<file path="src/sv/cabb_pkg.sv">
`timescale 1ns / 1ps
// ----------------------------------------------------------------------------
// cabb_pkg: shared definitions for the command-addressed byte buffer
// Widths, codes, register indexes and the control/status bundles that pass
// between the controller and the datapath.
// ----------------------------------------------------------------------------
package cabb_pkg;

   // Store geometry
   localparam int DEPTH  = 128;
   localparam int IDX_W  = (DEPTH > 1) ? $clog2(DEPTH) : 1;
   localparam int ADDR_W = 8;
   localparam int DATA_W = 8;
   localparam int ID_W   = 5;

   // Configuration port
   localparam int CSR_IDX_W = 4;
   localparam logic [CSR_IDX_W-1:0] CSR_OWN_ID   = CSR_IDX_W'(0);
   localparam logic [CSR_IDX_W-1:0] CSR_REPLY_ID = CSR_IDX_W'(1);
   localparam logic [ID_W-1:0]      OWN_ID_RESET   = ID_W'(4);
   localparam logic [ID_W-1:0]      REPLY_ID_RESET = ID_W'(0);

   // Mode bytes and interrupt code
   localparam logic [DATA_W-1:0] MODE_RD  = DATA_W'(0);
   localparam logic [DATA_W-1:0] MODE_WR  = DATA_W'(1);
   localparam logic [DATA_W-1:0] INT_CODE = DATA_W'(33);

   // Commands from controller to datapath
   typedef struct packed {
      logic latch_mode;   // capture mode byte
      logic latch_addr;   // capture address byte
      logic write_en;     // store data byte at captured address
      logic read_en;      // read store at incoming address byte
      logic load_reply;   // load data reply into the response register
      logic load_intr;    // load interrupt message into the response register
      logic clear_map;    // drop every valid bit
   } cabb_cmd_type;

   // Status from datapath to controller
   typedef struct packed {
      logic addressed;    // request destination matches own id
      logic mode_rd;      // captured mode is read
      logic mode_wr;      // captured mode is write
      logic read_intr;    // last read hit the top entry or returned zero
   } cabb_status_type;

endpackage

</file>
<file path="src/sv/command_addressed_byte_buffer_top.sv">
`timescale 1ns / 1ps
// ----------------------------------------------------------------------------
// command_addressed_byte_buffer_top: byte buffer device on a message bus
// Responds to requests for its own id: mode, address and data bytes drive
// reads and writes of a small byte store; reads reply to the reply id.
// ----------------------------------------------------------------------------
//  channel | direction | handshake          | payload
//  req     | in        | req_valid/stall    | halt_flag, dest_id, payload
//  rsp     | out       | rsp_valid/stall    | out_interrupt, out_dest_id,
//          |           |                    | out_payload, last
//  csr     | in        | csr_valid/ready    | csr_index, csr_data
//
// A request with no reply is taken without a stall. A read first does the
// registered store access, then loads the response register, then presents
// one or two replies, each held while rsp_stall is high; req_stall stays high
// until the last reply is taken. Reset clears the phase, halt state and the
// whole valid map at once; no clearing pass is needed.
// ----------------------------------------------------------------------------
module command_addressed_byte_buffer_top (
   input  logic                           clock,
   input  logic                           reset,
   input  logic                           req_valid,
   output logic                           req_stall,
   input  logic                           req_halt_flag,
   input  logic [cabb_pkg::ID_W-1:0]      req_dest_id,
   input  logic [cabb_pkg::DATA_W-1:0]    req_payload,
   output logic                           rsp_valid,
   input  logic                           rsp_stall,
   output logic                           rsp_out_interrupt,
   output logic [cabb_pkg::ID_W-1:0]      rsp_out_dest_id,
   output logic [cabb_pkg::DATA_W-1:0]    rsp_out_payload,
   output logic                           rsp_last,
   input  logic                           csr_valid,
   output logic                           csr_ready,
   input  logic [cabb_pkg::CSR_IDX_W-1:0] csr_index,
   input  logic [cabb_pkg::ID_W-1:0]      csr_data
);

   cabb_pkg::cabb_cmd_type    cmd;
   cabb_pkg::cabb_status_type status;

   // Take configuration writes at any time
   assign csr_ready = 1'b1;

   cabb_ctrl u_ctrl (
      .clock         (clock),
      .reset         (reset),
      .req_valid     (req_valid),
      .req_halt_flag (req_halt_flag),
      .req_stall     (req_stall),
      .rsp_valid     (rsp_valid),
      .rsp_stall     (rsp_stall),
      .status        (status),
      .cmd           (cmd)
   );

   cabb_dp u_dp (
      .clock             (clock),
      .reset             (reset),
      .csr_valid         (csr_valid),
      .csr_index         (csr_index),
      .csr_data          (csr_data),
      .req_dest_id       (req_dest_id),
      .req_payload       (req_payload),
      .cmd               (cmd),
      .status            (status),
      .rsp_out_interrupt (rsp_out_interrupt),
      .rsp_out_dest_id   (rsp_out_dest_id),
      .rsp_out_payload   (rsp_out_payload),
      .rsp_last          (rsp_last)
   );

endmodule

</file>
<file path="src/sv/cabb_ctrl.sv">
`timescale 1ns / 1ps
// ----------------------------------------------------------------------------
// cabb_ctrl: sequencing controller
// Tracks the mode/address/data phase, the halt state and the response
// handshake, and drives datapath commands.
// ----------------------------------------------------------------------------
module cabb_ctrl (
   input  logic                      clock,
   input  logic                      reset,
   input  logic                      req_valid,
   input  logic                      req_halt_flag,
   output logic                      req_stall,
   output logic                      rsp_valid,
   input  logic                      rsp_stall,
   input  cabb_pkg::cabb_status_type status,
   output cabb_pkg::cabb_cmd_type    cmd
);

   typedef enum logic [3:0] {
      ST_IDLE  = 4'b0001,
      ST_READ  = 4'b0010,
      ST_REPLY = 4'b0100,
      ST_INTR  = 4'b1000
   } state_type;

   typedef enum logic [2:0] {
      PH_MODE = 3'b001,
      PH_ADDR = 3'b010,
      PH_DATA = 3'b100
   } phase_type;

   state_type state_ff, state_in;
   phase_type phase_ff, phase_in;
   logic      stopped_ff, stopped_in;
   logic      req_take;
   logic      rsp_take;

   assign req_stall = (state_ff != ST_IDLE);
   assign rsp_valid = (state_ff == ST_REPLY) || (state_ff == ST_INTR);
   assign req_take  = req_valid && !req_stall;
   assign rsp_take  = rsp_valid && !rsp_stall;

   // Decide next state, phase and datapath commands
   always_comb begin
      state_in   = state_ff;
      phase_in   = phase_ff;
      stopped_in = stopped_ff;
      cmd        = '0;
      unique case (state_ff)
         ST_IDLE: begin
            if (req_take && !stopped_ff && status.addressed) begin
               if (req_halt_flag) begin
                  stopped_in = 1'b1;
               end else begin
                  unique case (phase_ff)
                     PH_MODE: begin
                        cmd.latch_mode = 1'b1;
                        phase_in       = PH_ADDR;
                     end
                     PH_ADDR: begin
                        cmd.latch_addr = 1'b1;
                        if (status.mode_wr) begin
                           phase_in = PH_DATA;
                        end else if (status.mode_rd) begin
                           cmd.read_en = 1'b1;
                           phase_in    = PH_MODE;
                           state_in    = ST_READ;
                        end
                     end
                     PH_DATA: begin
                        cmd.write_en = 1'b1;
                        phase_in     = PH_MODE;
                     end
                     default: begin
                        phase_in = PH_MODE;
                     end
                  endcase
               end
            end
         end
         ST_READ: begin
            cmd.load_reply = 1'b1;
            cmd.clear_map  = status.read_intr;
            state_in       = ST_REPLY;
         end
         ST_REPLY: begin
            if (rsp_take) begin
               if (status.read_intr) begin
                  cmd.load_intr = 1'b1;
                  state_in      = ST_INTR;
               end else begin
                  state_in = ST_IDLE;
               end
            end
         end
         ST_INTR: begin
            if (rsp_take) begin
               state_in = ST_IDLE;
            end
         end
         default: begin
            state_in = ST_IDLE;
         end
      endcase
   end

   // Hold control state
   always_ff @(posedge clock) begin
      if (reset) begin
         state_ff   <= ST_IDLE;
         phase_ff   <= PH_MODE;
         stopped_ff <= 1'b0;
      end else begin
         state_ff   <= state_in;
         phase_ff   <= phase_in;
         stopped_ff <= stopped_in;
      end
   end

endmodule

</file>
<file path="src/sv/cabb_dp.sv">
`timescale 1ns / 1ps
// ----------------------------------------------------------------------------
// cabb_dp: byte buffer datapath
// Configuration registers, mode and address capture, the byte store with its
// valid map, and the response register.
// ----------------------------------------------------------------------------
module cabb_dp (
   input  logic                              clock,
   input  logic                              reset,
   input  logic                              csr_valid,
   input  logic [cabb_pkg::CSR_IDX_W-1:0]    csr_index,
   input  logic [cabb_pkg::ID_W-1:0]         csr_data,
   input  logic [cabb_pkg::ID_W-1:0]         req_dest_id,
   input  logic [cabb_pkg::DATA_W-1:0]       req_payload,
   input  cabb_pkg::cabb_cmd_type            cmd,
   output cabb_pkg::cabb_status_type         status,
   output logic                              rsp_out_interrupt,
   output logic [cabb_pkg::ID_W-1:0]         rsp_out_dest_id,
   output logic [cabb_pkg::DATA_W-1:0]       rsp_out_payload,
   output logic                              rsp_last
);

   logic [cabb_pkg::ID_W-1:0]   own_id_ff;
   logic [cabb_pkg::ID_W-1:0]   reply_id_ff;
   logic [cabb_pkg::DATA_W-1:0] op_mode_ff;
   logic [cabb_pkg::ADDR_W-1:0] cur_address_ff;
   logic [cabb_pkg::DATA_W-1:0] byte_store [cabb_pkg::DEPTH];
   logic [cabb_pkg::DEPTH-1:0]  entry_valid_ff;
   logic [cabb_pkg::DATA_W-1:0] rd_data_ff;
   logic                        rd_valid_ff;
   logic                        rd_top_ff;
   logic [cabb_pkg::DATA_W-1:0] read_byte;
   logic                        wr_in_range;
   logic                        rd_in_range;
   logic [cabb_pkg::IDX_W-1:0]  wr_idx;
   logic [cabb_pkg::IDX_W-1:0]  rd_idx;

   assign wr_idx      = cur_address_ff[cabb_pkg::IDX_W-1:0];
   assign rd_idx      = req_payload[cabb_pkg::IDX_W-1:0];
   assign wr_in_range = ({1'b0, cur_address_ff} < (cabb_pkg::ADDR_W+1)'(cabb_pkg::DEPTH));
   assign rd_in_range = ({1'b0, req_payload} < (cabb_pkg::ADDR_W+1)'(cabb_pkg::DEPTH));

   // Configuration registers
   always_ff @(posedge clock) begin
      if (reset) begin
         own_id_ff   <= cabb_pkg::OWN_ID_RESET;
         reply_id_ff <= cabb_pkg::REPLY_ID_RESET;
      end else if (csr_valid) begin
         if (csr_index == cabb_pkg::CSR_OWN_ID) begin
            own_id_ff <= csr_data;
         end else if (csr_index == cabb_pkg::CSR_REPLY_ID) begin
            reply_id_ff <= csr_data;
         end
      end
   end

   // Capture mode and address bytes
   always_ff @(posedge clock) begin
      if (cmd.latch_mode) begin
         op_mode_ff <= req_payload;
      end
      if (cmd.latch_addr) begin
         cur_address_ff <= req_payload;
      end
   end

   // Byte store: write at captured address, registered read at request byte
   always_ff @(posedge clock) begin
      if (cmd.write_en && wr_in_range) begin
         byte_store[wr_idx] <= req_payload;
      end
      if (cmd.read_en) begin
         rd_data_ff <= byte_store[rd_idx];
      end
   end

   // Valid map and read qualifiers
   always_ff @(posedge clock) begin
      if (reset) begin
         entry_valid_ff <= '0;
      end else if (cmd.clear_map) begin
         entry_valid_ff <= '0;
      end else if (cmd.write_en && wr_in_range) begin
         entry_valid_ff[wr_idx] <= 1'b1;
      end
   end

   always_ff @(posedge clock) begin
      if (cmd.read_en) begin
         rd_valid_ff <= rd_in_range && entry_valid_ff[rd_idx];
         rd_top_ff   <= ({1'b0, req_payload} == (cabb_pkg::ADDR_W+1)'(cabb_pkg::DEPTH - 1));
      end
   end

   assign read_byte = rd_valid_ff ? rd_data_ff : '0;

   // Response register
   always_ff @(posedge clock) begin
      if (cmd.load_reply) begin
         rsp_out_interrupt <= 1'b0;
         rsp_out_dest_id   <= reply_id_ff;
         rsp_out_payload   <= read_byte;
         rsp_last          <= !status.read_intr;
      end else if (cmd.load_intr) begin
         rsp_out_interrupt <= 1'b1;
         rsp_out_dest_id   <= reply_id_ff;
         rsp_out_payload   <= cabb_pkg::INT_CODE;
         rsp_last          <= 1'b1;
      end
   end

   // Status toward the controller
   always_comb begin
      status.addressed = (req_dest_id == own_id_ff);
      status.mode_rd   = (op_mode_ff == cabb_pkg::MODE_RD);
      status.mode_wr   = (op_mode_ff == cabb_pkg::MODE_WR);
      status.read_intr = rd_top_ff || (read_byte == '0);
   end

endmodule
</file>
<file path="config.mk">
export PLATFORM = sky130hd
export DESIGN_NAME = command_addressed_byte_buffer_top
export DESIGN_NICKNAME = d
export VERILOG_FILES = /design/src/sv/cabb_pkg.sv /design/src/sv/command_addressed_byte_buffer_top.sv /design/src/sv/cabb_ctrl.sv /design/src/sv/cabb_dp.sv
export SDC_FILE = /design/constraint.sdc
export NUM_CORES = 1
export LEC_CHECK = 0
export BUFFER_PORTS_ARGS = -buffer_cell sky130_fd_sc_hd__buf_2
export CORE_MARGIN = 8
export CORE_UTILIZATION = 40
export DETAILED_ROUTE_END_ITERATION = 6
export PLACE_DENSITY = 0.58
export SLEW_MARGIN = 40
export SYNTH_ARGS = -nofsm -noshare
export SYNTH_HDL_FRONTEND = slang
export SYNTH_SLANG_ARGS = --single-unit
</file>
<file path="constraint.sdc">
create_clock -name clock -period 4.34 [get_ports clock]
set_clock_uncertainty 0.1 [all_clocks]
set_input_delay 1.085 -clock clock [delete_from_list [all_inputs] [get_ports clock]]
set_output_delay 1.085 -clock clock [all_outputs]
set_load 0.05 [all_outputs]
</file>
# == Word-level counts from Yosys, hierarchy flattened ==
# Memories as Yosys holds them, arrays and structs flattened. A register that Yosys moved wholly into a read port is not among the register bits.
# Cells that the tools add are included.
# totals
regBits,179
ramBits,1024
in_bits,28
out_inout_bits,18
word_cells,105
mem_count,1
# mem_list
memory,depth,width,rd,rd_clocked_by_memory_dff,wr,line_no,text
u_dp.byte_store,128,8,1,1,1,cabb_dp.sv:27,logic [cabb_pkg::DATA_W-1:0] byte_store [cabb_pkg::DEPTH];
# classes
order_cmp,5
eq_ne,20
mux,39
bitwise,3
n_reduce_logical,23
# op_table
operator,n
128-bit OR,1
4-bit two-way mux,11
8-bit two-way mux,3
1-bit two-way mux,17
8-bit zero test,2
7-bit by 8-bit < comparator with 1-bit output (second input constant),2
8-bit < comparator (second input constant),2
4-bit case mux with 4 select lines,1
5-bit two-way mux,2
4-bit by 1-bit equality test with 1-bit output (second input constant),2
8-bit by 1-bit equality test with 1-bit output (second input constant),1
8-bit by 7-bit equality test with 1-bit output (second input constant),1
2-bit != test (second input constant),4
1-bit binary-select mux with 7-bit select,1
1-bit demux with 7-bit select,1
7-bit by 1-bit >= comparator with 1-bit output (second input constant),1
1-bit logical AND,7
7-bit AND reduction,1
3-bit two-way mux,2
2-bit by 1-bit != test with 1-bit output (second input constant),3
3-bit case mux with 2 select lines,1
3-bit AND reduction,2
5-bit equality test,1
4-bit by 2-bit equality test with 1-bit output (second input constant),1
other kinds (15),20

# == Logic depth before layout (Yosys ltp) ==
# Gate-level depths: netlist of run 1.
# depth
depth_word,10
mapped_depth,11
mapped_depth_nobuf,6

# == By module ==
# A second synthesis of run 1 with hierarchy kept.
# unflattened
hier_cells,2311
area_unflattened_um2,46764.9
# by_module_without_submodules
module,n_inst,cells_per_inst,area_per_inst_um2,seq_area_each_um2
cabb_dp,1,2256,46298.2,34733.3
cabb_ctrl,1,53,455.4,160.2
command_addressed_byte_buffer_top,1,2,11.3,0.0

# == Worst setup path before layout of run 1 ==
# No wires, ideal clock.
# synth_path
path_type,input port to flip-flop
from,in req_payload[0] (netlist bit)
to,"reg u_dp.rd_data_ff[0] (netlist bit), read port of u_dp.byte_store, data pin"
setup_ns,0.264
arrival_time_ns,3.477
t_required_ns,3.976
setup_slack_ns,0.500
path_stages,9
n_path_buf,4
cell_sequence,clkbuf_1 clkbuf_1 clkbuf_1 buf_2 mux4_2 a211oi_1 a21oi_1 a311oi_1 a21oi_1
# synth_rtl
item,line_no,text
start: declaration,command_addressed_byte_buffer_top.sv:26,"input logic [cabb_pkg::DATA_W-1:0] req_payload,"
end: declaration,cabb_dp.sv:29,logic [cabb_pkg::DATA_W-1:0] rd_data_ff;

==> flow_summary.html, run 1 <==
<table>
<tr><th>Metric</th><th>Value</th></tr>
<tr><th colspan="2">Status</th></tr>
<tr><td>Result of the run</td><td>complete, no violations</td></tr>
<tr><th colspan="2">Floorplanning</th></tr>
<tr><td>Boundary Pins</td><td>46</td></tr>
<tr><td>Die ar.</td><td>128000 um2</td></tr>
<tr><td>Core Rows</td><td>125</td></tr>
<tr><td>Starting density of the core</td><td>40.3%</td></tr>
<tr><td>Placeable Area</td><td>116000 um2</td></tr>
<tr><td>Die Width</td><td>358 um</td></tr>
<tr><td>Die outline height</td><td>358 um</td></tr>
<tr><th colspan="2">Synthesis</th></tr>
<tr><td>Count of flip-flops with a built-in enable after synthesis</td><td>1064</td></tr>
<tr><td>Net count after synthesis</td><td>2432</td></tr>
<tr><td>Sequential cell area fraction in the yosys report</td><td>74.6%</td></tr>
<tr><td>Post-Syn Area per Cell</td><td>19.5 um2</td></tr>
<tr><td>Async S/R FF share, synth</td><td>0%</td></tr>
<tr><td>Most frequently used flop master after synthesis</td><td>edfxtp_1</td></tr>
<tr><td>Synthesis-stage register bit count</td><td>1211</td></tr>
<tr><td>Count of distinct cell types in the synthesized netlist</td><td>59</td></tr>
<tr><td>Cell area after synthesis</td><td>46800 um2</td></tr>
<tr><td>Number of synthesis warnings</td><td>0</td></tr>
<tr><td>Cells after synthesis</td><td>2404</td></tr>
<tr><th colspan="2">GRT</th></tr>
<tr><td>Total global-route track usage</td><td>17.7%</td></tr>
<tr><td>Global route total overflow</td><td>0</td></tr>
<tr><td>First-pass GRT wire length</td><td>168000 um</td></tr>
<tr><td>Number of global-route vias before repair</td><td>24661</td></tr>
<tr><td>Number of antenna violations at the first check in global routing</td><td>2</td></tr>
<tr><td>Pin count of the biggest net entering global routing</td><td>120</td></tr>
<tr><th colspan="2">Timing</th></tr>
<tr><td>Slew at the pin closest to its max-slew limit</td><td>0.913 ns</td></tr>
<tr><td>Final period demand of the worst path</td><td>3.53 ns</td></tr>
<tr><td>Rel. slew slack</td><td>38.9%</td></tr>
<tr><td>Setup violations, final</td><td>0</td></tr>
<tr><td>Count of pins over their slew limit</td><td>0</td></tr>
<tr><td>Setup repair after global routing missed its margin</td><td>false</td></tr>
<tr><td>Post-route setup TNS</td><td>0 ns</td></tr>
<tr><td>Fin crit share</td><td>81.3%</td></tr>
<tr><td>Maximum clock rate</td><td>283 MHz</td></tr>
<tr><td>PnR worst setup slack</td><td>0.811 ns</td></tr>
<tr><td>Final Hold Viols</td><td>0</td></tr>
<tr><th colspan="2">Finish</th></tr>
<tr><td>Post-layout instance area</td><td>54400 um2</td></tr>
<tr><td>Most frequent cells in the layout</td><td>1064 x edfxtp_1, 272 x mux4_2, 232 x buf_4</td></tr>
<tr><td>Signed area change from the synthesized netlist to the final layout</td><td>16.4%</td></tr>
<tr><td>Number of antenna repair diodes</td><td>0</td></tr>
<tr><td>Layout cells sized above 1</td><td>27.8%</td></tr>
<tr><td>Most frequent standard cell in the layout excluding fill and tap cells</td><td>edfxtp_1</td></tr>
<tr><td>End-of-flow core utilization</td><td>46.9%</td></tr>
<tr><td>Non-Filler Instances</td><td>4308</td></tr>
<tr><td>Net count of the finished layout</td><td>2710</td></tr>
<tr><th colspan="2">Power</th></tr>
<tr><td>IR drop worst, VDD</td><td>319 uV</td></tr>
<tr><td>LEAKAGE</td><td>17.8 nW</td></tr>
<tr><td>Pwr per Cell Area</td><td>435 nW/um2</td></tr>
<tr><th colspan="2">Route</th></tr>
<tr><td>Number of iterations in the first detailed-routing pass</td><td>7</td></tr>
<tr><td>Number of design-rule violations left by the first detailed-router iteration</td><td>2330</td></tr>
<tr><td>Vias</td><td>24014</td></tr>
<tr><td>Final routed wirelength across all metal layers</td><td>115000 um</td></tr>
<tr><td>Remaining antenna violation count after routing</td><td>0</td></tr>
<tr><td>Average wire length per cell after detail routing</td><td>26.7 um</td></tr>
<tr><td>Post-route DRC violation count</td><td>0</td></tr>
<tr><td>Detail-routed via count per cell</td><td>5.57</td></tr>
<tr><th colspan="2">CTS</th></tr>
<tr><td>Root buffer cell</td><td>clkbuf_16</td></tr>
<tr><td>Setup repair bufs after CTS</td><td>0</td></tr>
<tr><td>Post-CTS Resized</td><td>0</td></tr>
<tr><td>Maximum root-to-sink buffer count</td><td>3</td></tr>
<tr><td>Num CTS Buffers</td><td>119</td></tr>
<tr><td>Clock sinks</td><td>1211</td></tr>
<tr><td>Clk slew on worst S/H paths</td><td>0.06 ns</td></tr>
<tr><td>Clk_lat worst skew</td><td>0.70 ns</td></tr>
<tr><td>TritonCTS clock tree</td><td>yes</td></tr>
<tr><td>Number of H-tree branching levels</td><td>3</td></tr>
<tr><td>Number of buffers added to fix hold violations after cts</td><td>0</td></tr>
<tr><th colspan="2">Place</th></tr>
<tr><td>Estimated wirelength of the detail-placed design</td><td>72500 um</td></tr>
<tr><td>Global placer's final weighted congestion</td><td>0.812</td></tr>
<tr><td>Pre-CTS setup slack</td><td>0.145 ns</td></tr>
<tr><td>Placement-stage cell area</td><td>50600 um2</td></tr>
<tr><td># port buffers</td><td>44</td></tr>
<tr><td>Placed Cells</td><td>4085</td></tr>
<tr><th colspan="2">Worst hold path</th></tr>
<tr><td>HP Start</td><td>u_dp.reply_id_ff[4]</td></tr>
<tr><td>Worst Hold Class</td><td>reg -&gt; reg</td></tr>
<tr><th colspan="2">Setup path</th></tr>
<tr><td>FF-to-FF Start</td><td>u_ctrl.state_ff[3]</td></tr>
<tr><td>Start point of the critical path</td><td>u_ctrl.state_ff[3]</td></tr>
<tr><td>Kind of cell with the highest combined delay on the critical path</td><td>simple AND/OR/NAND/NOR gates</td></tr>
<tr><td>Worst-path maximum fanout</td><td>10</td></tr>
<tr><td>Cell-by-cell listing of the critical path</td><td>or4b_4, or4b_4, or3_1, or4_4, inv_1</td></tr>
<tr><td>Crit Path Category</td><td>reg -&gt; reg</td></tr>
<tr><td>Crit path capture type</td><td>flip-flop</td></tr>
<tr><td>Count of buffer and inverter cells on the critical path</td><td>1</td></tr>
<tr><td>CP max-delay cell</td><td>or4b_4</td></tr>
<tr><td>Arrival time at the worst endpoint</td><td>3.75 ns</td></tr>
<tr><td>Cell seen most often among critical-path stages</td><td>or4b_4</td></tr>
<tr><td>Largest stage delay on the critical path</td><td>0.58 ns</td></tr>
<tr><td>Data required, critical path</td><td>4.56 ns</td></tr>
<tr><td>Crit start category</td><td>flip-flop</td></tr>
<tr><th colspan="2">Job</th></tr>
<tr><td>Number of max-cap violations</td><td>0</td></tr>
</table>
## where the power goes
group / total, W / internal, W / leakage [nW] / switching [W]
registers: 0.0127 / 0.0127 / 10.8 / 0.00000107
clock network: 0.00995 / 0.00573 / 1.87 / 0.00421
logic: 0.00108 / 0.000418 / 5.19 / 0.000667
total: 0.0237 / 0.0188 / 17.8 / 0.00488
## layout make-up
type,instances,area (um2)
clock inverters,53,400
well taps,1524,1910
multi-input cells,1048,11300
flip-flops and latches,1211,34900
fillers,9686,61600
inverters,3,11.3
repair buffers,299,2470
clock buffers,170,3410
## path summary, 6_finish.rpt
| check | endpoint | slack (ns) | cells past startpoint |
|---|---|---|---|
| worst min-delay path | u_dp.rsp_out_dest_id[4] | 0.33 | 0 |
| worst max-delay path | u_dp.rd_data_ff[0] | 0.81 | 5 |
| worst min register to register | u_dp.rsp_out_dest_id[4] | 0.33 | 0 |
| worst max register to register | u_dp.rd_data_ff[0] | 0.81 | 5 |
## cell usage after synthesis, types with 14 or more instances
master    instances  area, um2
a211oi_1         40        300
a21oi_1          39        195
a22oi_1          14        105
buf_1            39        146
buf_2            20        100
clkbuf_1         80        300
dfxtp_1         147       2940
edfxtp_1       1064      32000
mux2_2           19        214
mux2i_1         110       1100
mux4_2          272       6130
nand2_1          33        124
nand3_1          17       85.1
nand4_1          19        119
nor2_1          163        612
nor2b_1          43        269
o21a_1          129        968
o21ai_0          16       80.1
## metrics by stage
stage                     total power [W]  hold WS, ns
after floorplan                    0.0135        0.308
after global placement             0.0140        0.312
after detailed placement           0.0140        0.314
after CTS                          0.0239        0.327
after global routing               0.0244        0.347
final                              0.0237        0.327
## routing by layer
metal	up-vias	track usage [%]	routed length [um]	share of wire, %
met5	-	0	13	0.011
met2	776	28.9	55600	48
met1	12641	23.8	48500	42
met4	2	6.25	3670	3.2
li1	10407	-	-	-
met3	188	3.46	7240	6.3
## worst reg2reg max path, cell delays in order, from the launching register on
cell     delay, ns
dfxtp_1       0.37
or4b_4        0.58
or4b_4        0.54
or3_1         0.48
or4_4         0.58
inv_1         0.51
## flip-flops by register name (all words and copies together) (netlist names)
signal / flops
u_ctrl.phase_ff: 3
u_ctrl.state_ff: 4
u_ctrl.stopped_ff: 1
u_dp.byte_store: 1024
u_dp.cur_address_ff: 8
u_dp.entry_valid_ff: 128
u_dp.op_mode_ff: 8
u_dp.own_id_ff: 5
u_dp.rd_data_ff: 8
u_dp.rd_top_ff: 1
u_dp.rd_valid_ff: 1
u_dp.reply_id_ff: 5
u_dp.rsp_last: 1
u_dp.rsp_out_dest_id: 5
u_dp.rsp_out_interrupt: 1
u_dp.rsp_out_payload: 8
## logic make-up (layout without fill, tap and decap cells)
family | count (synthesis) | after routing | synth area share, %
other | 1 | 1 | 0.00802
XOR/XNOR | 6 | 6 | 0.112
multiplexers | 401 | 401 | 15.9
AO/OA/AOI/OAI | 302 | 302 | 4.62
buffers and inverters | 145 | 525 | 1.24
flip-flops | 1211 | 1211 | 74.6
AND/OR/NAND/NOR | 338 | 338 | 3.50
Note: power is estimated with default switching activity, not from simulation.
==> inputs of run 2 (changes only) <==
--- a/config.mk
+++ b/config.mk
@@ -9,7 +9,7 @@
 export CORE_MARGIN = 8
 export CORE_UTILIZATION = 40
 export DETAILED_ROUTE_END_ITERATION = 6
-export PLACE_DENSITY = 0.58
+export PLACE_DENSITY = 0.6
 export SLEW_MARGIN = 40
 export SYNTH_ARGS = -nofsm -noshare
 export SYNTH_HDL_FRONTEND = slang
==> constraint.sdc (replaced) <==
create_clock -name clock -period 3 [get_ports clock]
set_clock_uncertainty 0.1 [all_clocks]
set_input_delay 0.75 -clock clock [delete_from_list [all_inputs] [get_ports clock]]
set_output_delay 0.75 -clock clock [all_outputs]
set_load 0.05 [all_outputs]
==> run 2 against run 1 <==
Critical endpoint is now u_dp.byte_store[66][2]. Final area increased by 5.1%. Global-route usage increased by 0.46 points. The flow now finishes with violations (negative setup slack). Largest power group unchanged. Flip-flop and latch count unchanged. Non-clock buffer count increased by 258.
==> flow_summary.html, run 2 (same netlist as run 1, synthesis figures left out) <==
<table>
<tr><th>Metric</th><th>Value</th></tr>
<tr><th colspan="2">Power</th></tr>
<tr><td>Internal power summed over all cells</td><td>0.0275 W</td></tr>
<tr><td>Relative contribution of combinational cells to total power</td><td>5.2%</td></tr>
<tr><td>Switching portion of total power</td><td>20.9%</td></tr>
<tr><td>Switching power of the nets</td><td>0.00725 W</td></tr>
<tr><td>LEAKAGE</td><td>19.3 nW</td></tr>
<tr><td>Pwr per Cell Area</td><td>607 nW/um2</td></tr>
<tr><td>Clk network pwr share</td><td>42.2%</td></tr>
<tr><td>IR drop worst, VDD</td><td>464 uV</td></tr>
<tr><td>Flop pwr share</td><td>52.7%</td></tr>
<tr><th colspan="2">Finish</th></tr>
<tr><td>Biggest regs</td><td>u_dp.byte_store: 1024 flops, u_dp.entry_valid_ff: 128 flops</td></tr>
<tr><td>Net count of the finished layout</td><td>2968</td></tr>
<tr><td>Layout cells sized above 1</td><td>36.2%</td></tr>
<tr><td>Signed area change from the synthesized netlist to the final layout</td><td>22.4%</td></tr>
<tr><td>End-of-flow core utilization</td><td>49.3%</td></tr>
<tr><td>Most frequent standard cell in the layout excluding fill and tap cells</td><td>edfxtp_1</td></tr>
<tr><td>Register bank with the most flops</td><td>u_dp.byte_store</td></tr>
<tr><td>Max reg flops</td><td>1024</td></tr>
<tr><td>Most frequent cells in the layout</td><td>1064 x edfxtp_1, 391 x buf_4, 272 x mux4_2</td></tr>
<tr><td>Post-layout instance area</td><td>57200 um2</td></tr>
<tr><th colspan="2">CTS</th></tr>
<tr><td>Root buffer cell</td><td>clkbuf_16</td></tr>
<tr><td>Number of buffers added to fix hold violations after cts</td><td>0</td></tr>
<tr><td>Clock sinks</td><td>1211</td></tr>
<tr><td>Setup repair bufs after CTS</td><td>0</td></tr>
<tr><td>Number of H-tree branching levels</td><td>3</td></tr>
<tr><td>Clk slew on worst S/H paths</td><td>0.06 ns</td></tr>
<tr><td>TritonCTS clock tree</td><td>yes</td></tr>
<tr><td>Clk_lat worst skew</td><td>0.69 ns</td></tr>
<tr><td>Num CTS Buffers</td><td>119</td></tr>
<tr><td>Maximum root-to-sink buffer count</td><td>3</td></tr>
<tr><th colspan="2">Floorplanning</th></tr>
<tr><td>Die Width</td><td>358 um</td></tr>
<tr><td>Starting density of the core</td><td>40.3%</td></tr>
<tr><td>Placeable Area</td><td>116000 um2</td></tr>
<tr><td>Core Rows</td><td>125</td></tr>
<tr><td>Die outline height</td><td>358 um</td></tr>
<tr><td>Boundary Pins</td><td>46</td></tr>
<tr><td>Die ar.</td><td>128000 um2</td></tr>
<tr><th colspan="2">GRT</th></tr>
<tr><td>Total global-route track usage</td><td>18.2%</td></tr>
<tr><td>Pin count of the biggest net entering global routing</td><td>57</td></tr>
<tr><td>Global route total overflow</td><td>0</td></tr>
<tr><td>First-pass GRT wire length</td><td>173000 um</td></tr>
<tr><td>Number of antenna violations at the first check in global routing</td><td>1</td></tr>
<tr><td>Number of global-route vias before repair</td><td>25769</td></tr>
<tr><th colspan="2">Place</th></tr>
<tr><td>Placement-stage cell area</td><td>52700 um2</td></tr>
<tr><td># port buffers</td><td>44</td></tr>
<tr><td>Estimated wirelength of the detail-placed design</td><td>78100 um</td></tr>
<tr><td>Global placer's final weighted congestion</td><td>0.851</td></tr>
<tr><th colspan="2">Status</th></tr>
<tr><td>Violated checks</td><td>negative setup slack</td></tr>
<tr><td>Result of the run</td><td>finished with violations</td></tr>
<tr><th colspan="2">Timing</th></tr>
<tr><td>Count of pins over their slew limit</td><td>0</td></tr>
<tr><td>Slew at the pin closest to its max-slew limit</td><td>1.04 ns</td></tr>
<tr><td>PnR worst setup slack</td><td>-0.00698 ns</td></tr>
<tr><td>Post-route setup TNS</td><td>-0.0388 ns</td></tr>
<tr><td>Final period demand of the worst path</td><td>3.01 ns</td></tr>
<tr><td>Setup violations, final</td><td>10</td></tr>
<tr><td>Setup repair after global routing missed its margin</td><td>true</td></tr>
<tr><td>Rel. slew slack</td><td>30.8%</td></tr>
<tr><td>Maximum clock rate</td><td>333 MHz</td></tr>
<tr><td>Final Hold Viols</td><td>0</td></tr>
<tr><td>Fin crit share</td><td>100%</td></tr>
<tr><th colspan="2">Route</th></tr>
<tr><td>Number of iterations in the first detailed-routing pass</td><td>6</td></tr>
<tr><td>Vias</td><td>25469</td></tr>
<tr><td>Average wire length per cell after detail routing</td><td>26.2 um</td></tr>
<tr><td>Remaining antenna violation count after routing</td><td>0</td></tr>
<tr><td>Post-route DRC violation count</td><td>0</td></tr>
<tr><td>Final routed wirelength across all metal layers</td><td>120000 um</td></tr>
<tr><td>Number of design-rule violations left by the first detailed-router iteration</td><td>2923</td></tr>
<tr><td>Detail-routed via count per cell</td><td>5.57</td></tr>
<tr><th colspan="2">Setup path</th></tr>
<tr><td>Data required, critical path</td><td>3.30 ns</td></tr>
<tr><td>Crit Path Category</td><td>reg -&gt; reg</td></tr>
<tr><td>Crit path capture type</td><td>flip-flop</td></tr>
<tr><td>Worst-path maximum fanout</td><td>17</td></tr>
<tr><td>Crit start category</td><td>flip-flop</td></tr>
<tr><td>Arrival time at the worst endpoint</td><td>3.30 ns</td></tr>
<tr><th colspan="2">Worst hold path</th></tr>
<tr><td>Worst Hold Class</td><td>in -&gt; reg</td></tr>
<tr><th colspan="2">Job</th></tr>
<tr><td>Number of max-cap violations</td><td>0</td></tr>
</table>
[run 2: routing by layer]
metal	vias up	wire [um]	global-route usage [%]	share of wire, %
met5	-	0	0	0
met4	0	3460	5.58	2.9
met3	188	8090	2.85	6.8
met2	962	57800	30.0	48
met1	13387	50200	25.0	42
li1	10932	-	-	-
[run 2: final cells by class]
type / instances / area, um2
inverter: 3 / 11.3
timing repair buffer: 557 / 4940
tap: 1524 / 1910
clock buffer: 156 / 3300
clock inverter: 70 / 577
fill: 9481 / 58800
multi-input combinational: 1048 / 11600
sequential: 1211 / 34900
antenna: 1 / 2.50
[run 2: critical path, stage by stage (launching register included)]
cell and delay (ns):
dfxtp_1 0.31, or4b_4 0.56, or4b_4 0.53, nor4_4 0.28, buf_12 0.19, nand4_1 0.14, buf_6 0.21, nor2_4 0.14
clkbuf_4 0.22
[run 2: timing repair]
item,in CTS,in global routing
pin swaps,1,0
endpoints found under the setup margin,117,471
gates resized for setup,27,146
gates cloned,1,18
[run 2: path summary, 6_finish.rpt]
path	from	end	slack (ns)	cells after the start
worst max-delay path	u_ctrl.state_ff[3]	u_dp.byte_store[66][2]	-0.007	8
worst min register to register	u_dp.reply_id_ff[1]	u_dp.rsp_out_dest_id[1]	0.34	0
worst max register to register	u_ctrl.state_ff[3]	u_dp.byte_store[66][2]	-0.007	8
worst min-delay path	csr_data[2]	u_dp.own_id_ff[2]	0.20	2
[run 2: through the flow]
stage               hold slack [ns]  power [W]  std cells  setup slack, ns
global placement              0.313     0.0204       4324           -0.776
global route                  0.174     0.0358       4569          -0.0642
floorplan                     0.308     0.0195       2404           -0.365
finish                        0.197     0.0347       4570         -0.00698
detailed placement            0.324     0.0205       4324           -0.741
CTS                           0.145     0.0351       4551          -0.0134
[run 2: power by group through the flow]
stage / combinational [W] / clock [W] / sequential [W]
CTS: 0.00180 / 0.0150 / 0.0183
floorplan: 0.000850 / 0 / 0.0187
global route: 0.00189 / 0.0156 / 0.0183
finish: 0.00179 / 0.0147 / 0.0183
global placement: 0.00177 / 0 / 0.0187
detailed placement: 0.00180 / 0 / 0.0187
